`config.mk`:
```
export PLATFORM = sky130hd
export DESIGN_NAME = rhst_hash
export DESIGN_NICKNAME = d
export VERILOG_FILES = /design/src/rtl/rhst_pkg.sv /design/src/rtl/rhst_hash.sv
export SDC_FILE = /design/constraint.sdc
export NUM_CORES = 1
export LEC_CHECK = 0
export ABC_AREA = 1
export BUFFER_PORTS_ARGS = -buffer_cell sky130_fd_sc_hd__clkbuf_2
export CORE_MARGIN = 3
export CORE_UTILIZATION = 38
export DETAILED_ROUTE_END_ITERATION = 10
export HOLD_SLACK_MARGIN = 0.05
export SLEW_MARGIN = 20
export SYNTH_ARGS = -nofsm -noshare
export SYNTH_HDL_FRONTEND = slang
export SYNTH_SLANG_ARGS = --single-unit
```
`constraint.sdc`:
```
create_clock -name clk -period 5.9 [get_ports clk]
set_input_delay 0 -clock clk [delete_from_list [all_inputs] [get_ports clk]]
set_output_delay 0 -clock clk [all_outputs]
set_load 0.1 [all_outputs]
```
`src/rtl/rhst_pkg.sv`:
```
`default_nettype none
package rhst_pkg;
  localparam int TABLE_SLOTS = 1024;
  localparam int SLOT_BITS   = $clog2(TABLE_SLOTS);
  localparam int CNT_BITS    = SLOT_BITS + 1;
  localparam int DIST_BITS   = SLOT_BITS + 1;
  localparam int MEMBER_BITS = 16;
  localparam int KEY_BITS    = 64;
  localparam int HASH_BITS   = 32;
  localparam int KEY_BYTES   = KEY_BITS / 8;
  localparam int BYTE_BITS   = $clog2(KEY_BYTES);
  localparam int FILL_BITS   = 10;

  localparam logic [HASH_BITS-1:0] FNV_BASIS = 32'd2166136261;
  localparam logic [HASH_BITS-1:0] FNV_PRIME = 32'd16777619;
  localparam logic [FILL_BITS-1:0] FILL_RESET = 10'd768;

  typedef enum logic [1:0] {
    REQ_INSERT = 2'd0,
    REQ_FIND   = 2'd1,
    REQ_CLEAR  = 2'd2,
    REQ_NONE   = 2'd3
  } req_t;

  typedef enum logic [2:0] {
    ST_INSERTED = 3'd0,
    ST_PRESENT  = 3'd1,
    ST_HIT      = 3'd2,
    ST_MISS     = 3'd3,
    ST_FULL     = 3'd4,
    ST_CLEARED  = 3'd5
  } status_t;

  typedef enum logic [2:0] {
    S_CLEAR,
    S_IDLE,
    S_HASH,
    S_LK_RD,
    S_LK_CHK,
    S_PL_RD,
    S_PL_CHK
  } state_t;

  typedef struct packed {
    logic [DIST_BITS-1:0]   distance;
    logic [MEMBER_BITS-1:0] member;
    logic [KEY_BITS-1:0]    key;
    logic [HASH_BITS-1:0]   hash;
  } entry_t;
endpackage
`default_nettype wire

```
`src/rtl/rhst_hash.sv`:
```
`default_nettype none
module rhst_hash (
  input  wire logic                           clk,
  input  wire logic                           rst_n,
  input  wire logic                           start,
  input  wire logic [rhst_pkg::KEY_BITS-1:0]  key,
  output logic                                done,
  output logic [rhst_pkg::HASH_BITS-1:0]      hash
);
  logic                               busy_r, busy_nxt;
  logic                               done_r, done_nxt;
  logic [rhst_pkg::BYTE_BITS-1:0]     cnt_r, cnt_nxt;
  logic [rhst_pkg::HASH_BITS-1:0]     h_r, h_nxt;
  logic [rhst_pkg::KEY_BITS-1:0]      key_r, key_nxt;

  // One FNV-1a round per cycle through a single truncated multiplier.
  always_comb begin
    busy_nxt = busy_r;
    done_nxt = 1'b0;
    cnt_nxt  = cnt_r;
    h_nxt    = h_r;
    key_nxt  = key_r;
    if (start) begin
      busy_nxt = 1'b1;
      cnt_nxt  = '0;
      h_nxt    = rhst_pkg::FNV_BASIS;
      key_nxt  = key;
    end else if (busy_r) begin
      h_nxt   = rhst_pkg::HASH_BITS'((h_r ^ {24'd0, key_r[7:0]}) * rhst_pkg::FNV_PRIME);
      key_nxt = key_r >> 8;
      cnt_nxt = cnt_r + 1'b1;
      if (cnt_r == rhst_pkg::BYTE_BITS'(rhst_pkg::KEY_BYTES - 1)) begin
        busy_nxt = 1'b0;
        done_nxt = 1'b1;
      end
    end
  end

  always_ff @(posedge clk) begin
    if (!rst_n) begin
      busy_r <= 1'b0;
      done_r <= 1'b0;
      cnt_r  <= '0;
    end else begin
      busy_r <= busy_nxt;
      done_r <= done_nxt;
      cnt_r  <= cnt_nxt;
    end
    h_r   <= h_nxt;
    key_r <= key_nxt;
  end

  assign done = done_r;
  assign hash = (h_r == '0) ? rhst_pkg::HASH_BITS'(1) : h_r;
endmodule
`default_nettype wire

```
==> metrics.yaml <==
status: "finished, final reports clean"
synth-edff-count: 64
met2_usage_pct: 33.7
wl_per_cell_um: 15.6
netlist_instances: 1293
synth_area_leaders: "ha_1 23%, edfxtp_1 18%, fa_1 14%"
cts-htree-levels: 3
fmax_mhz: 189
gp_congestion: 0.883
worstMarginPinSlew_ns: 0.982
area_growth_syn_to_layout_pct: 17.8
die_w_um: 173
drtIter0Drc: 404
cp.arrival_ns: 5.55
dp.cells: 1739
fin_skew_ns: 0.00956
cts_root_buf: "clkbuf_16"
drv_slew: 0
synth_common_cells: "341 x nand2_1, 262 x inv_1, 193 x ha_1, 74 x fa_1"
final_nets: 1777
hold_depth: 4
yosysSeqAreaShare_pct: 25.1
synthArstFlopShare_pct: 0
worstSetupPathType: "reg -> reg"
wirelength_um: 28400
cts_setup_buffers: 0
hold_viol_final: 0
die_y_um: 173
num_rows: 60
cpMostUsedCell: "inv_1"
yosys.area.top_type: "ha_1"
yosys_warnings: 0
fin_setup_tns_ns: 0
maxCapViolCount: 0
startpoint_type: "flop"
antenna_found_initial: 0
yosysMostFrequentCell: "nand2_1"
dieArea_sq_um: 30000
cts-hold-fix-buffers: 65
hp-class: "in -> reg"
setup_viol: 0
worstRegToRegCells: 24
cts_buffer_depth: 2
cts_tree: "done"
start_util_pct: 39.0
r2r_start: "h_r[19]"
met3_usage_pct: 2.46
grt_max_degree: 74
dr.pass1.iters: 5
route.detailed.drc: 0
required_ns: 6.15
clk_latency_ns: 0.36
max_slew_margin_pct: 34.5
post-dp-hpwl_um: 22700
worst_r2r_endpoint: "h_r[30]"
cp-end-kind: "flop"
drive_above_1_share_pct: 12.6
cts_buffers: 9
ys_types: 46
cp_slowest_cell: "dfxtp_1"
fin_cells: 1820
core-area_sq_um: 27200
synth_flop_cell: "edfxtp_1"
max_stage_delay_ns: 0.66
grt_pass1_wl_um: 46100
rsz0062_at_grt: "false"
use_met1_pct: 25.3
grt-busiest-layer: "met2"
fillCellCount: 2738
syn_avg_cell_area_sq_um: 8.21
cts.sinks: 101
syn_area_sq_um: 10600
vias: 8578
period_share_pct: 89.8
worstPathMaxFanout: 7
worst_hold_path.endpoint: "key_r[60]"
rrSetupSlack_ns: 0.60
crit_chain: "inv_1 -> ha_1 -> ha_1 -> inv_1 -> fa_1 -> inv_1 -> ha_1 -> inv_1 -> fa_1 -> inv_1 -> fa_1 -> inv_1 -> fa_1 -> inv_1 -> ha_1 -> nand2_1 -> nor3_1 -> nand2_1 -> nor3_1 -> nand2_1 -> nand2_1 -> nand2_1 -> nand3_1 -> nand2_1"
hold_path.startpoint: "start"
antenna_cells: 0
path_clk_slew_ns: 0.08
avgViaCountPerCell: 4.71
layout_min_cycle_time_ns: 5.30
io_pins: 100
overflow: 0
grt_usage_pct: 19.3
ant_nets: 0
synth_top_area_share_pct: 22.8
cts_resized: 0
ys_ff_latch: 101
portBuffers: 99
grt_pass1_vias: 8841
synthesis.nets: 1627
==> layer usage <==
metal | share of wire (%) | routed length, um
met1 | 46 | 13100
met2 | 48 | 13800
met3 | 3.4 | 978
met4 | 2.2 | 638
met5 | 0 | 0
==> critical path: cells and delay by family, from the launching register on <==
family                   cells  cell delay, ns
adder cells (fa/ha/maj)      8            3.11
flip-flops                   1            0.66
AND/OR/NAND/NOR              9            0.97
buffers and inverters        7            0.44
==> per-stage QoR <==
step                      setup slack (ns)  cell area, sq um  hold WS (ns)  util, %
after floorplan                       1.29             10600         0.119        -
after global placement               0.633             11500         0.246     42.3
after detailed placement             0.564             11500         0.243     42.3
after CTS                            0.539             12500         0.378     46.0
after global routing                 0.246             12500         0.434     46.0
final                                0.602             12500         0.383     46.0
==> final cells by class <==
class                      instances  area (sq um)  area share (%)
inverter                         269          1010            8.09
tap                              372           465            3.72
clock buffer                       9           225            1.80
clock inverter                     7           121           0.971
timing repair buffer             174          1220            9.77
multi-input combinational        888          6790            54.3
sequential                       101          2660            21.3
==> registers in the layout, indices dropped and copies added, names as in the netlist <==
| signal | count |
|---|---|
| key_r | 64 |
| h_r | 32 |
| cnt_r | 3 |
| busy_r | 1 |
| done | 1 |
==> kinds of logic (layout without fill, tap and decap cells) <==
logic type	Yosys count	after routing	synth area share [%]
AND/OR/NAND/NOR	505	505	20.3
AO/OA/AOI/OAI	93	93	5.09
buffers and inverters	304	459	10.9
adder cells (fa/ha/maj)	267	267	36.7
flip-flops	101	101	25.1
XOR/XNOR	23	23	1.90
==> layout by cell type, fill, tap and decap left out, types with 14 or more instances in the layout <==
cell type,instances
nand2_2,18
dlygate4sd3_1,65
dfxtp_1,37
xnor2_1,14
fa_1,74
nor2_1,64
a21oi_1,43
ha_1,193
edfxtp_1,64
inv_1,261
nand2_1,341
nand3_1,34
o21ai_0,20
clkbuf_2,99
==> how the worst max path moves through the flow <==
stage | startpoint | end | slack [ns] | cells after the start
floorplan | h_r[20] | h_r[30] | 1.29 | 24
global placement | h_r[20] | h_r[30] | 0.63 | 24
detailed placement | h_r[20] | h_r[30] | 0.56 | 24
CTS | h_r[20] | h_r[30] | 0.54 | 24
global route | h_r[20] | h_r[30] | 0.25 | 24
finish | h_r[19] | h_r[30] | 0.60 | 24
Power is left out: the tool's default activity adds up to more than one toggle a clock period on the data nets, which glitch-free logic cannot reach.
